--- config.mk ---
export PLATFORM = sky130hd
export DESIGN_NAME = three_level_feedback_queue_scheduler
export DESIGN_NICKNAME = d
export VERILOG_FILES = /design/src/rtl/core/tlfq_pkg.sv /design/src/rtl/core/tlfq_queue_mem.sv /design/src/rtl/core/three_level_feedback_queue_scheduler.sv
export SDC_FILE = /design/constraint.sdc
export NUM_CORES = 2
export LEC_CHECK = 0
export BUFFER_PORTS_ARGS = -buffer_cell sky130_fd_sc_hd__buf_2
export CAP_MARGIN = 30
export CORE_MARGIN = 4
export CORE_UTILIZATION = 45
export DETAILED_ROUTE_END_ITERATION = 16
export GPL_TIMING_DRIVEN = 0
export PLACE_DENSITY = 0.69
export SYNTH_ARGS = -nofsm -noshare
export SYNTH_HDL_FRONTEND = slang
export SYNTH_HIERARCHICAL = 1
export SYNTH_SLANG_ARGS = --single-unit
--- constraint.sdc ---
create_clock -name clock -period 7.35 [get_ports clock]
set_clock_uncertainty 0.15 [all_clocks]
set_input_delay 0.3675 -clock clock [delete_from_list [all_inputs] [get_ports clock]]
set_output_delay 0.3675 -clock clock [all_outputs]
set_load 0.01 [all_outputs]
--- src/rtl/core/tlfq_pkg.sv ---
// Shared types and constants of the three-level feedback queue scheduler.
package tlfq_pkg;

   localparam int unsigned OpcodeWidth = 3;
   localparam int unsigned IdWidth     = 6;
   localparam int unsigned TickWidth   = 4;
   localparam int unsigned LevelWidth  = 2;
   localparam int unsigned StatusWidth = 2;
   localparam int unsigned CsrIdxWidth = 1;

   localparam logic [TickWidth-1:0] TickMax       = 4'd15;
   localparam logic [TickWidth-1:0] OtherQuantum  = 4'd4;

   typedef enum logic [OpcodeWidth-1:0] {
      OP_ADD      = 3'd0,
      OP_SLEEP    = 3'd1,
      OP_WAKE     = 3'd2,
      OP_DISPATCH = 3'd3,
      OP_EXIT     = 3'd4
   } opcode_type;

   typedef enum logic [StatusWidth-1:0] {
      ST_OK      = 2'd0,
      ST_FULL    = 2'd1,
      ST_UNKNOWN = 2'd2
   } status_type;

   localparam logic [CsrIdxWidth-1:0] CSR_QUANTUM0 = 1'd0;
   localparam logic [CsrIdxWidth-1:0] CSR_QUANTUM1 = 1'd1;

   // One result beat.
   typedef struct packed {
      logic                   grant_valid;
      logic [IdWidth-1:0]     grant_task;
      logic [LevelWidth-1:0]  grant_level;
      logic                   demoted;
      logic [StatusWidth-1:0] status;
   } result_type;

endpackage

--- src/rtl/core/tlfq_queue_mem.sv ---
// Queue entry memory: one write port and one registered read port.
module tlfq_queue_mem #(
   parameter int unsigned DEPTH = 192,
   parameter int unsigned AW    = 8
) (
   input  logic                        clock,
   input  logic                        wr_en,
   input  logic [AW-1:0]               wr_addr,
   input  logic [tlfq_pkg::IdWidth-1:0] wr_data,
   input  logic [AW-1:0]               rd_addr,
   output logic [tlfq_pkg::IdWidth-1:0] rd_data
);
   import tlfq_pkg::*;

   logic [IdWidth-1:0] mem [DEPTH];

   always_ff @(posedge clock) begin
      if (wr_en) begin
         mem[wr_addr] <= wr_data;
      end
      rd_data <= mem[rd_addr];
   end

endmodule

--- src/rtl/core/three_level_feedback_queue_scheduler.sv ---
// Top level of the three-level feedback queue scheduler.
// Usage: pulse start with req_opcode and req_task_id while busy is low; the
// beat is taken at that edge and busy stays high until the result is ready.
// One result beat per command appears on the rsp_ ports for one cycle,
// marked by rsp_strobe; the receiver cannot stall it and must take it then.
// The csr_ channel writes the two level quanta (index 0 and 1); writes are
// always ready and should be issued only while busy is low.
// Sleep, unused opcodes, rejected commands and a wake of a runnable task go
// from decode straight to the result; add also pushes the task onto the
// tail of the level 0 queue. Wake and exit scan the task's queue one entry
// at a time and then shift the later entries down; wake also shifts the
// queue up by one to place the task at its head. Dispatch walks the queues
// from the cursor one entry at a time, fetches the granted task's ticks,
// and runs a shift pass when the task leaves its queue. busy falls with the
// result strobe, so the next command can be taken at the edge that ends the
// strobe cycle. Reset empties every queue and clears the presence flags;
// per-task ticks and levels and the queue entries need no clearing, since
// they are written before use.
module three_level_feedback_queue_scheduler #(
   parameter int unsigned MAX_TASKS = 64,
   parameter int unsigned LEVELS    = 3
) (
   input  logic                              clock,
   input  logic                              reset,
   input  logic                              start,
   output logic                              busy,
   input  logic [tlfq_pkg::OpcodeWidth-1:0]  req_opcode,
   input  logic [tlfq_pkg::IdWidth-1:0]      req_task_id,
   output logic                              rsp_strobe,
   output logic                              rsp_grant_valid,
   output logic [tlfq_pkg::IdWidth-1:0]      rsp_grant_task,
   output logic [tlfq_pkg::LevelWidth-1:0]   rsp_grant_level,
   output logic                              rsp_demoted,
   output logic [tlfq_pkg::StatusWidth-1:0]  rsp_status,
   input  logic                              csr_valid,
   output logic                              csr_ready,
   input  logic [tlfq_pkg::CsrIdxWidth-1:0]  csr_index,
   input  logic [tlfq_pkg::TickWidth-1:0]    csr_data
);
   import tlfq_pkg::*;

   localparam int unsigned TW  = $clog2(MAX_TASKS);
   localparam int unsigned LW  = (TW + 1);
   localparam int unsigned LVW = (LEVELS > 2) ? $clog2(LEVELS) : 1;
   localparam int unsigned AW  = $clog2(LEVELS * MAX_TASKS);
   localparam int unsigned RW  = TickWidth + LVW;
   localparam logic [LW-1:0] MaxLen = LW'(MAX_TASKS);

   typedef enum logic [3:0] {
      S_IDLE, S_DECODE, S_FIND_RD, S_FIND_CMP, S_SHIFT_RD, S_SHIFT_WR,
      S_HEAD_RD, S_HEAD_WR, S_DISP_RD, S_DISP_CMP, S_DISP_ACT, S_PUSH,
      S_DONE
   } state_type;

   typedef enum logic [1:0] {
      K_NONE, K_WAKE, K_EXIT, K_MOVE
   } kind_type;

   state_type state_ff, state_in;
   kind_type  kind_ff, kind_in;

   logic [TickWidth-1:0]  quantum0_ff, quantum0_in, quantum1_ff, quantum1_in;
   logic [LW-1:0]         qlen_ff [LEVELS];
   logic [LW-1:0]         qlen_in [LEVELS];
   logic [MAX_TASKS-1:0]  runnable_ff, runnable_in, present_ff, present_in;
   logic [LVW-1:0]        cur_lv_ff, cur_lv_in;
   logic [LW-1:0]         cur_idx_ff, cur_idx_in;

   logic [OpcodeWidth-1:0] op_ff, op_in;
   logic [TW-1:0]         id_ff, id_in;
   logic [IdWidth-1:0]    idf_ff, idf_in;  // id as received, for the range check
   logic [LVW-1:0]        lv_ff, lv_in;    // working level
   logic [LW-1:0]         pos_ff, pos_in;  // working position
   logic [LVW-1:0]        dst_ff, dst_in;  // level for the tail push
   logic [2:0]            visit_ff, visit_in;
   result_type            res_ff, res_in;
   result_type            rsp_res_ff, rsp_res_in;
   logic                  strobe_in;

   logic                  wr_en;
   logic [AW-1:0]         wr_addr, rd_addr;
   logic [IdWidth-1:0]    wr_data, rd_data;

   // Per-task record: level above ticks, one registered read port.
   logic [RW-1:0]         task_mem [MAX_TASKS];
   logic [RW-1:0]         task_rd_ff;
   logic                  task_wr_en;
   logic [TW-1:0]         task_wr_addr, task_rd_addr;
   logic [RW-1:0]         task_wr_data;

   function automatic logic [AW-1:0] addr_of(input logic [LVW-1:0] lv,
                                             input logic [LW-1:0] pos);
      logic [AW+LW-1:0] a;
      a = (AW+LW)'(lv) * (AW+LW)'(MAX_TASKS) + (AW+LW)'(pos);
      return a[AW-1:0];
   endfunction

   tlfq_queue_mem #(.DEPTH(LEVELS * MAX_TASKS), .AW(AW)) u_mem (
      .clock  (clock),
      .wr_en  (wr_en),
      .wr_addr(wr_addr),
      .wr_data(wr_data),
      .rd_addr(rd_addr),
      .rd_data(rd_data)
   );

   always_ff @(posedge clock) begin
      if (task_wr_en) begin
         task_mem[task_wr_addr] <= task_wr_data;
      end
      task_rd_ff <= task_mem[task_rd_addr];
   end

   logic [TW-1:0] rd_id;
   logic          rd_id_ok;
   assign rd_id    = TW'(rd_data);
   assign rd_id_ok = (32'(rd_data) < MAX_TASKS);

   logic [TickWidth-1:0] rec_ticks;
   logic [LVW-1:0]       rec_level;
   assign rec_ticks = task_rd_ff[TickWidth-1:0];
   assign rec_level = task_rd_ff[TickWidth +: LVW];

   logic [TickWidth-1:0] quantum;
   always_comb begin
      if (lv_ff == LVW'(0))      quantum = quantum0_ff;
      else if (lv_ff == LVW'(1)) quantum = quantum1_ff;
      else                       quantum = OtherQuantum;
   end

   logic [TickWidth-1:0] tick_inc;
   assign tick_inc = (rec_ticks < TickMax) ? rec_ticks + 4'd1 : TickMax;

   logic [LVW-1:0] next_lv;
   assign next_lv = (32'(lv_ff) + 1 >= LEVELS) ? LVW'(0) : lv_ff + LVW'(1);
   logic           lv_last;
   assign lv_last = (32'(lv_ff) + 1 >= LEVELS);

   // Memory port use, combinational from the sequencer state.
   always_comb begin
      wr_en   = 1'b0;
      wr_addr = addr_of(lv_ff, pos_ff);
      wr_data = rd_data;
      rd_addr = addr_of(lv_ff, pos_ff);
      case (state_ff)
         S_SHIFT_RD: rd_addr = addr_of(lv_ff, pos_ff + LW'(1));
         S_SHIFT_WR: wr_en = 1'b1;
         S_HEAD_RD:  rd_addr = addr_of(lv_ff, pos_ff - LW'(1));
         S_HEAD_WR: begin
            wr_en = 1'b1;
            if (pos_ff == '0) wr_data = IdWidth'(id_ff);
         end
         S_PUSH: begin
            wr_en   = 1'b1;
            wr_addr = addr_of(dst_ff, qlen_ff[dst_ff]);
            wr_data = IdWidth'(id_ff);
         end
         default: ;
      endcase
   end

   assign busy      = (state_ff != S_IDLE);
   assign csr_ready = 1'b1;

   assign rsp_grant_valid = rsp_res_ff.grant_valid;
   assign rsp_grant_task  = rsp_res_ff.grant_task;
   assign rsp_grant_level = rsp_res_ff.grant_level;
   assign rsp_demoted     = rsp_res_ff.demoted;
   assign rsp_status      = rsp_res_ff.status;

   always_comb begin
      state_in     = state_ff;
      kind_in      = kind_ff;
      quantum0_in  = quantum0_ff;
      quantum1_in  = quantum1_ff;
      qlen_in      = qlen_ff;
      runnable_in  = runnable_ff;
      present_in   = present_ff;
      cur_lv_in    = cur_lv_ff;
      cur_idx_in   = cur_idx_ff;
      op_in        = op_ff;
      id_in        = id_ff;
      idf_in       = idf_ff;
      lv_in        = lv_ff;
      pos_in       = pos_ff;
      dst_in       = dst_ff;
      visit_in     = visit_ff;
      res_in       = res_ff;
      rsp_res_in   = rsp_res_ff;
      strobe_in    = 1'b0;
      task_wr_en   = 1'b0;
      task_wr_addr = id_ff;
      task_wr_data = '0;
      task_rd_addr = id_ff;

      if (csr_valid && csr_ready) begin
         if (csr_index == CSR_QUANTUM0) quantum0_in = csr_data;
         if (csr_index == CSR_QUANTUM1) quantum1_in = csr_data;
      end

      case (state_ff)
         S_IDLE: begin
            // Fetch the named task's record so that decode can use its level.
            task_rd_addr = TW'(req_task_id);
            if (start) begin
               op_in    = req_opcode;
               id_in    = TW'(req_task_id);
               idf_in   = req_task_id;
               res_in   = '0;
               state_in = S_DECODE;
            end
         end
         S_DECODE: begin
            pos_in   = '0;
            kind_in  = K_NONE;
            state_in = S_DONE;
            if (op_ff == OP_DISPATCH) begin
               lv_in    = (32'(cur_lv_ff) < LEVELS) ? cur_lv_ff : LVW'(0);
               pos_in   = cur_idx_ff;
               visit_in = '0;
               state_in = S_DISP_RD;
            end else if (op_ff > OP_EXIT) begin
               state_in = S_DONE;
            end else if (32'(idf_ff) >= MAX_TASKS) begin
               res_in.status = ST_UNKNOWN;
            end else if (op_ff == OP_ADD) begin
               if (present_ff[id_ff] || qlen_ff[0] >= MaxLen) begin
                  res_in.status = ST_FULL;
               end else begin
                  present_in[id_ff]  = 1'b1;
                  runnable_in[id_ff] = 1'b1;
                  task_wr_en   = 1'b1;
                  task_wr_data = '0;
                  dst_in       = '0;
                  state_in     = S_PUSH;
               end
            end else if (!present_ff[id_ff]) begin
               res_in.status = ST_UNKNOWN;
            end else begin
               lv_in = (32'(rec_level) < LEVELS) ? rec_level : LVW'(LEVELS - 1);
               if (op_ff == OP_SLEEP) begin
                  runnable_in[id_ff] = 1'b0;
               end else if (op_ff == OP_WAKE) begin
                  if (!runnable_ff[id_ff]) begin
                     kind_in  = K_WAKE;
                     state_in = S_FIND_RD;
                  end
               end else begin
                  kind_in  = K_EXIT;
                  state_in = S_FIND_RD;
               end
            end
         end
         S_FIND_RD: begin
            if (pos_ff >= qlen_ff[lv_ff]) begin
               // Not in its queue: nothing to remove.
               state_in = (kind_ff == K_WAKE) ? S_HEAD_RD : S_DONE;
               pos_in   = qlen_ff[lv_ff];
               if (kind_ff == K_EXIT) begin
                  present_in[id_ff]  = 1'b0;
                  runnable_in[id_ff] = 1'b0;
               end
            end else begin
               state_in = S_FIND_CMP;
            end
         end
         S_FIND_CMP: begin
            if (rd_id_ok && rd_id == id_ff) begin
               if (lv_ff == cur_lv_ff && pos_ff < cur_idx_ff)
                  cur_idx_in = cur_idx_ff - LW'(1);
               state_in = S_SHIFT_RD;
            end else begin
               pos_in   = pos_ff + LW'(1);
               state_in = S_FIND_RD;
            end
         end
         S_SHIFT_RD: begin
            if (pos_ff + LW'(1) >= qlen_ff[lv_ff]) begin
               qlen_in[lv_ff] = qlen_ff[lv_ff] - LW'(1);
               case (kind_ff)
                  K_WAKE: begin
                     pos_in   = qlen_ff[lv_ff] - LW'(1);
                     state_in = S_HEAD_RD;
                  end
                  K_EXIT: begin
                     present_in[id_ff]  = 1'b0;
                     runnable_in[id_ff] = 1'b0;
                     state_in = S_DONE;
                  end
                  default: state_in = S_PUSH;
               endcase
            end else begin
               state_in = S_SHIFT_WR;
            end
         end
         S_SHIFT_WR: begin
            pos_in   = pos_ff + LW'(1);
            state_in = S_SHIFT_RD;
         end
         S_HEAD_RD: begin
            state_in = S_HEAD_WR;
         end
         S_HEAD_WR: begin
            if (pos_ff == '0) begin
               qlen_in[lv_ff]     = qlen_ff[lv_ff] + LW'(1);
               runnable_in[id_ff] = 1'b1;
               task_wr_en   = 1'b1;
               task_wr_data = {lv_ff, TickWidth'(0)};
               state_in     = S_DONE;
            end else begin
               pos_in   = pos_ff - LW'(1);
               state_in = S_HEAD_RD;
            end
         end
         S_DISP_RD: begin
            if (pos_ff >= qlen_ff[lv_ff]) begin
               if (32'(visit_ff) >= LEVELS) begin
                  cur_lv_in  = '0;
                  cur_idx_in = '0;
                  state_in   = S_DONE;
               end else begin
                  visit_in = visit_ff + 3'd1;
                  lv_in    = next_lv;
                  pos_in   = '0;
               end
            end else begin
               state_in = S_DISP_CMP;
            end
         end
         S_DISP_CMP: begin
            if (rd_id_ok && runnable_ff[rd_id]) begin
               id_in        = rd_id;
               task_rd_addr = rd_id;
               state_in     = S_DISP_ACT;
            end else begin
               pos_in   = pos_ff + LW'(1);
               state_in = S_DISP_RD;
            end
         end
         S_DISP_ACT: begin
            res_in.grant_valid = 1'b1;
            res_in.grant_task  = IdWidth'(id_ff);
            res_in.grant_level = LevelWidth'(lv_ff);
            kind_in    = K_MOVE;
            task_wr_en = 1'b1;
            if (lv_last) begin
               // Rotation ends with the cursor back at the top level.
               dst_in       = lv_ff;
               cur_lv_in    = '0;
               cur_idx_in   = '0;
               task_wr_data = {lv_ff, tick_inc};
               state_in     = S_SHIFT_RD;
            end else if (tick_inc >= quantum && qlen_ff[next_lv] < MaxLen) begin
               dst_in         = next_lv;
               cur_lv_in      = lv_ff;
               cur_idx_in     = pos_ff;
               task_wr_data   = {next_lv, TickWidth'(0)};
               res_in.demoted = 1'b1;
               state_in       = S_SHIFT_RD;
            end else begin
               cur_lv_in    = lv_ff;
               cur_idx_in   = pos_ff + LW'(1);
               task_wr_data = {lv_ff, tick_inc};
               state_in     = S_DONE;
            end
         end
         S_PUSH: begin
            qlen_in[dst_ff] = qlen_ff[dst_ff] + LW'(1);
            state_in = S_DONE;
         end
         S_DONE: begin
            strobe_in  = 1'b1;
            rsp_res_in = res_ff;
            state_in   = S_IDLE;
         end
         default: state_in = S_IDLE;
      endcase
   end

   always_ff @(posedge clock) begin
      if (reset) begin
         state_ff    <= S_IDLE;
         kind_ff     <= K_NONE;
         quantum0_ff <= 4'd4;
         quantum1_ff <= 4'd4;
         runnable_ff <= '0;
         present_ff  <= '0;
         cur_lv_ff   <= '0;
         cur_idx_ff  <= '0;
         for (int l = 0; l < LEVELS; l++) qlen_ff[l] <= '0;
         rsp_strobe  <= 1'b0;
      end else begin
         state_ff    <= state_in;
         kind_ff     <= kind_in;
         quantum0_ff <= quantum0_in;
         quantum1_ff <= quantum1_in;
         runnable_ff <= runnable_in;
         present_ff  <= present_in;
         cur_lv_ff   <= cur_lv_in;
         cur_idx_ff  <= cur_idx_in;
         for (int l = 0; l < LEVELS; l++) qlen_ff[l] <= qlen_in[l];
         rsp_strobe  <= strobe_in;
      end
      op_ff      <= op_in;
      id_ff      <= id_in;
      idf_ff     <= idf_in;
      lv_ff      <= lv_in;
      pos_ff     <= pos_in;
      dst_ff     <= dst_in;
      visit_ff   <= visit_in;
      res_ff     <= res_in;
      rsp_res_ff <= rsp_res_in;
   end

`ifndef NO_ASSERTIONS
   a_strobe_one: assert property (@(posedge clock) disable iff (reset)
      rsp_strobe |=> !rsp_strobe)
      else $error("result strobe held for more than one cycle");
   a_strobe_idle: assert property (@(posedge clock) disable iff (reset)
      rsp_strobe |-> !busy)
      else $error("result beat while still busy");
   a_grant_fields: assert property (@(posedge clock) disable iff (reset)
      (rsp_strobe && !rsp_grant_valid) |-> (rsp_grant_task == '0 && !rsp_demoted))
      else $error("grant fields set without a grant");
   a_len_bound: assert property (@(posedge clock) disable iff (reset)
      qlen_ff[0] <= MaxLen)
      else $error("level 0 queue length beyond capacity");
`endif

endmodule

==> results by group <==
Global routing
  – First-pass GRT wire length: 323,000 um
  – Largest net degree at the start of global routing: 151
  – Tot GR Track Use: 25.4%
  – Initial antenna violation count: 12
  – Number of global-route vias before repair: 46,677
  – Grt total ovfl: 0

Pwr
  – Sw Pwr: 0.0147 W
  – Leak: 27.0 nW
  – Internal power: 0.0228 W
  – Comb pwr share: 41.8%
  – Pwr Density: 441 mW/mm^2
  – Power share of the clock group: 25.4%
  – VDD IR max: 362 uV
  – Sequential power share: 32.7%
  – Sw Ratio: 39.2%

Logic synthesis
  – Post-synth EDFFs: 1,583
  – Portion of netlist area occupied by mux cells: 11.3%
  – FF+latch count, synth: 1,768
  – Synth unique cells: 82
  – Complex-gate fraction of the synthesized area: 7.39%
  – Xor and xnor area share after synthesis: 0.494%
  – Synth Area in Simple Gates: 8.90%
  – Sequential fraction of the synthesis area: 68.7%
  – Syn_nets: 5,189
  – Top-area cell type share of the netlist area: 63.8%
  – Syn_area_per_cell: 14.5 sq um
  – Synthesized cell area: 0.0745 sq mm
  – Top_reg_cell synth: edfxtp_1
  – Top cells by area, synth: edfxtp_1, mux4_2, dfxtp_1
  – Asr flop ratio synth: 0%
  – Largest family of logic cells by synthesized area: multiplexers
  – Synth Warn #: 6
  – Post-synthesis cell count: 5,127
  – Post-synth top area cell: edfxtp_1
  – Synth Area in Adders: 0.739%

Setup path
  – Crit path DAT: 7.57 ns
  – Worst Path Required: 7.81 ns
  – Setup crit start kind: flop
  – CP Capture Type: flop
  – Critical path type: flop to flop
  – Worst Path Max Fanout: 15

Timing
  – Final setup vio count: 0
  – Achievable frequency: 0.141 GHz
  – Fin. Hold Viols: 0
  – Fin worst setup slack: 0.237 ns
  – Slew HR: 21.8%
  – Slew @ Worst Pin: 1.17 ns
  – Unrepaired setup endpoints after global routing: false
  – Tmin final: 7.11 ns
  – Final Slew Violations: 0
  – Fin crit share: 96.8%

Clocking
  – Root buf cell: clkbuf_16
  – Sinks on Clock Net: 1,768
  – Bufs on Longest Clock Path: 3
  – Worst skew pair latency: 0.84 ns
  – Setup Fix Bufs, Post-CTS: 0
  – Worst-path clk slew: 0.07 ns
  – CTS Buf Count: 176
  – Hold buffer count at cts: 21
  – CTS tree: built
  – CTS H-tree lvls: 4
  – Resized Gates After CTS: 0

Route
  – Initial DRC count: 8,411
  – Post-DR wirelength/cell: 28.9 um
  – Post-route antenna net violation count: 0
  – # DRC: 0
  – Vias: 48,761
  – Post-Route WL: 224,000 um
  – DR pass1 iterations: 8
  – Via/cell ratio: 6.29

Die
  – Chip width: 415 um
  – Die Span Y: 415 um
  – CORE AREA: 0.165 sq mm
  – Number of I/O pins: 33
  – Die area: 0.172 sq mm
  – Initial Util: 45.2%
  – # rows: 149

Layout
  – Non-filler instance count after layout: 7,752
  – P&R area growth vs syn: 13.8%
  – Final #Nets: 5,467
  – Fin util: 51.5%
  – Share of layout cells above drive strength 1: 14.1%

Place
  – IO buf count: 30
  – HPWL after detailed placement: 156,000 um
  – Placed cell count: 7,390
  – Placer Congestion: 1.02
  – DP Worst Slack: 0.386 ns

Run status
  – Status: complete, no violations

Flow run
  – Max Cap Viol: 0

Worst hold path
  – Hold WC Path Type: input port to flop
[layout by cell type, fill, tap and decap left out, types with 42 or more instances in the layout]
| cell type | synthesis | final |
|---|---|---|
| nand3_1 | 108 | 108 |
| buf_2 | 59 | 94 |
| o22ai_1 | 66 | 66 |
| edfxtp_1 | 1583 | 1583 |
| a22oi_1 | 107 | 107 |
| nor3_1 | 47 | 44 |
| a21oi_1 | 234 | 234 |
| nor2_1 | 588 | 586 |
| nand4_1 | 44 | 44 |
| a311oi_1 | 66 | 66 |
| nand2_1 | 574 | 574 |
| clkbuf_1 | 189 | 209 |
| clkbuf_16 | 0 | 179 |
| o21ai_0 | 166 | 165 |
| clkinv_1 | 10 | 42 |
| mux2i_1 | 217 | 217 |
| mux4_2 | 272 | 272 |
| dfxtp_1 | 185 | 185 |
| inv_1 | 42 | 42 |
| ha_1 | 44 | 44 |
[cell type report]
class	instances	area (sq um)
clock buffer	207	4650
buffer	332	1600
fill	13481	80000
timing repair buffer	100	1130
inverter	52	195
multi-input combinational	2975	21700
clock inverter	121	1570
sequential	1768	51200
tap	2189	2740
antenna	8	20.0
[stage by stage]
step | area, sq um | TNS [ns] | hold WS [ns] | total power [W]
global route | 84800 | 0 | 0.243 | 0.0385
detailed placement | 78300 | 0 | 0.257 | 0.0275
finish | 84800 | 0 | 0.233 | 0.0374
global placement | 77400 | -1198.36 | 0.256 | 0.0272
floorplan | 74500 | 0 | 0.250 | 0.0217
CTS | 84800 | 0 | 0.200 | 0.0370
[critical path, cell delays in order (launching register included)]
cell and delay, ns:
edfxtp_1 0.42, clkbuf_1 0.44, buf_1 0.73, inv_1 0.30
ha_1 0.34, clkbuf_1 0.31, buf_1 0.36, o21ai_0 0.35
ha_1 0.28, nand2b_1 0.14, a21o_1 0.18, a21oi_1 0.23
nor2b_1 0.08, o221ai_1 0.48, clkbuf_1 0.62, o31ai_2 0.33
nor3_2 0.47, buf_6 0.21, buf_6 0.18, buf_4 0.24
[cells in the mapped netlist, drive strengths merged (7+ instances only)]
cell type and count:
nand4 44, a22o 16, o22ai 66, inv 42, or4 10, a22oi 107
o221ai 28, o211ai 7, a21oi 234, edfxtp 1583, a211oi 23, mux2 13
mux4 272, a311oi 66, nor2 591, nand2 574, clkinv 10, nor3 47
mux2i 217, nand2b 26, a221oi 16, xnor2 25, a32oi 14, o21ai 173
nor3b 13, and3 23, and2 15, buf 143, xor2 17, ha 44
nor4 26, or2 9, nor2b 29, nand3 112, a21o 15, a31oi 19
dfxtp 185, clkbuf 189
[final timing paths]
| check | endpoint | slack (ns) | cells past startpoint | start |
|---|---|---|---|---|
| hold reg to reg | rsp_grant_valid$_DFFE_PP_ | 0.26 | 0 | res_ff[11]$_DFFE_PP_ |
| setup / recovery | task_mem[18][2]$_DFFE_PP_ | 0.24 | 19 | lv_ff[1]$_DFFE_PP_ |
| hold / removal | quantum0_ff[1]$_SDFFE_PP0P_ | 0.23 | 4 | csr_data[1] |
| setup reg to reg | task_mem[18][2]$_DFFE_PP_ | 0.24 | 19 | lv_ff[1]$_DFFE_PP_ |
[power by group through the flow]
stage	clock (W)	combinational (W)	sequential, W
5_1_grt	0.0101	0.0162	0.0123
3_3_place_gp	0	0.0146	0.0126
6_report	0.00952	0.0157	0.0122
3_5_place_dp	0	0.0151	0.0125
2_1_floorplan	0	0.00923	0.0125
4_1_cts	0.00960	0.0152	0.0122
[kinds of logic after synthesis]
family                     count (synthesis)
AOI/OAI and AO/OA                        845
xor gates and xnor gates                  42
adders and majority gates                 44
buffers and inverters                    384
DFF                                     1768
muxes                                    502
other                                      1
and+or+nand+nor                         1541
[flip-flops by register name, indices dropped and copies added (netlist names), 7 cells and up, named ones only]
signal,count
task_mem,384
cur_idx_ff,7
pos_ff,7
u_mem/mem,1152
res_ff,12
[metal layers]
layer	global-route usage, %	vias up	wire length, um
li1	-	20359	-
met1	35.4	24518	85800
met2	37.4	3287	98400
met3	7.94	587	29900
met4	10.1	10	9530
met5	0.389	-	204
No activity file was read; power rests on OpenSTA's default activity.
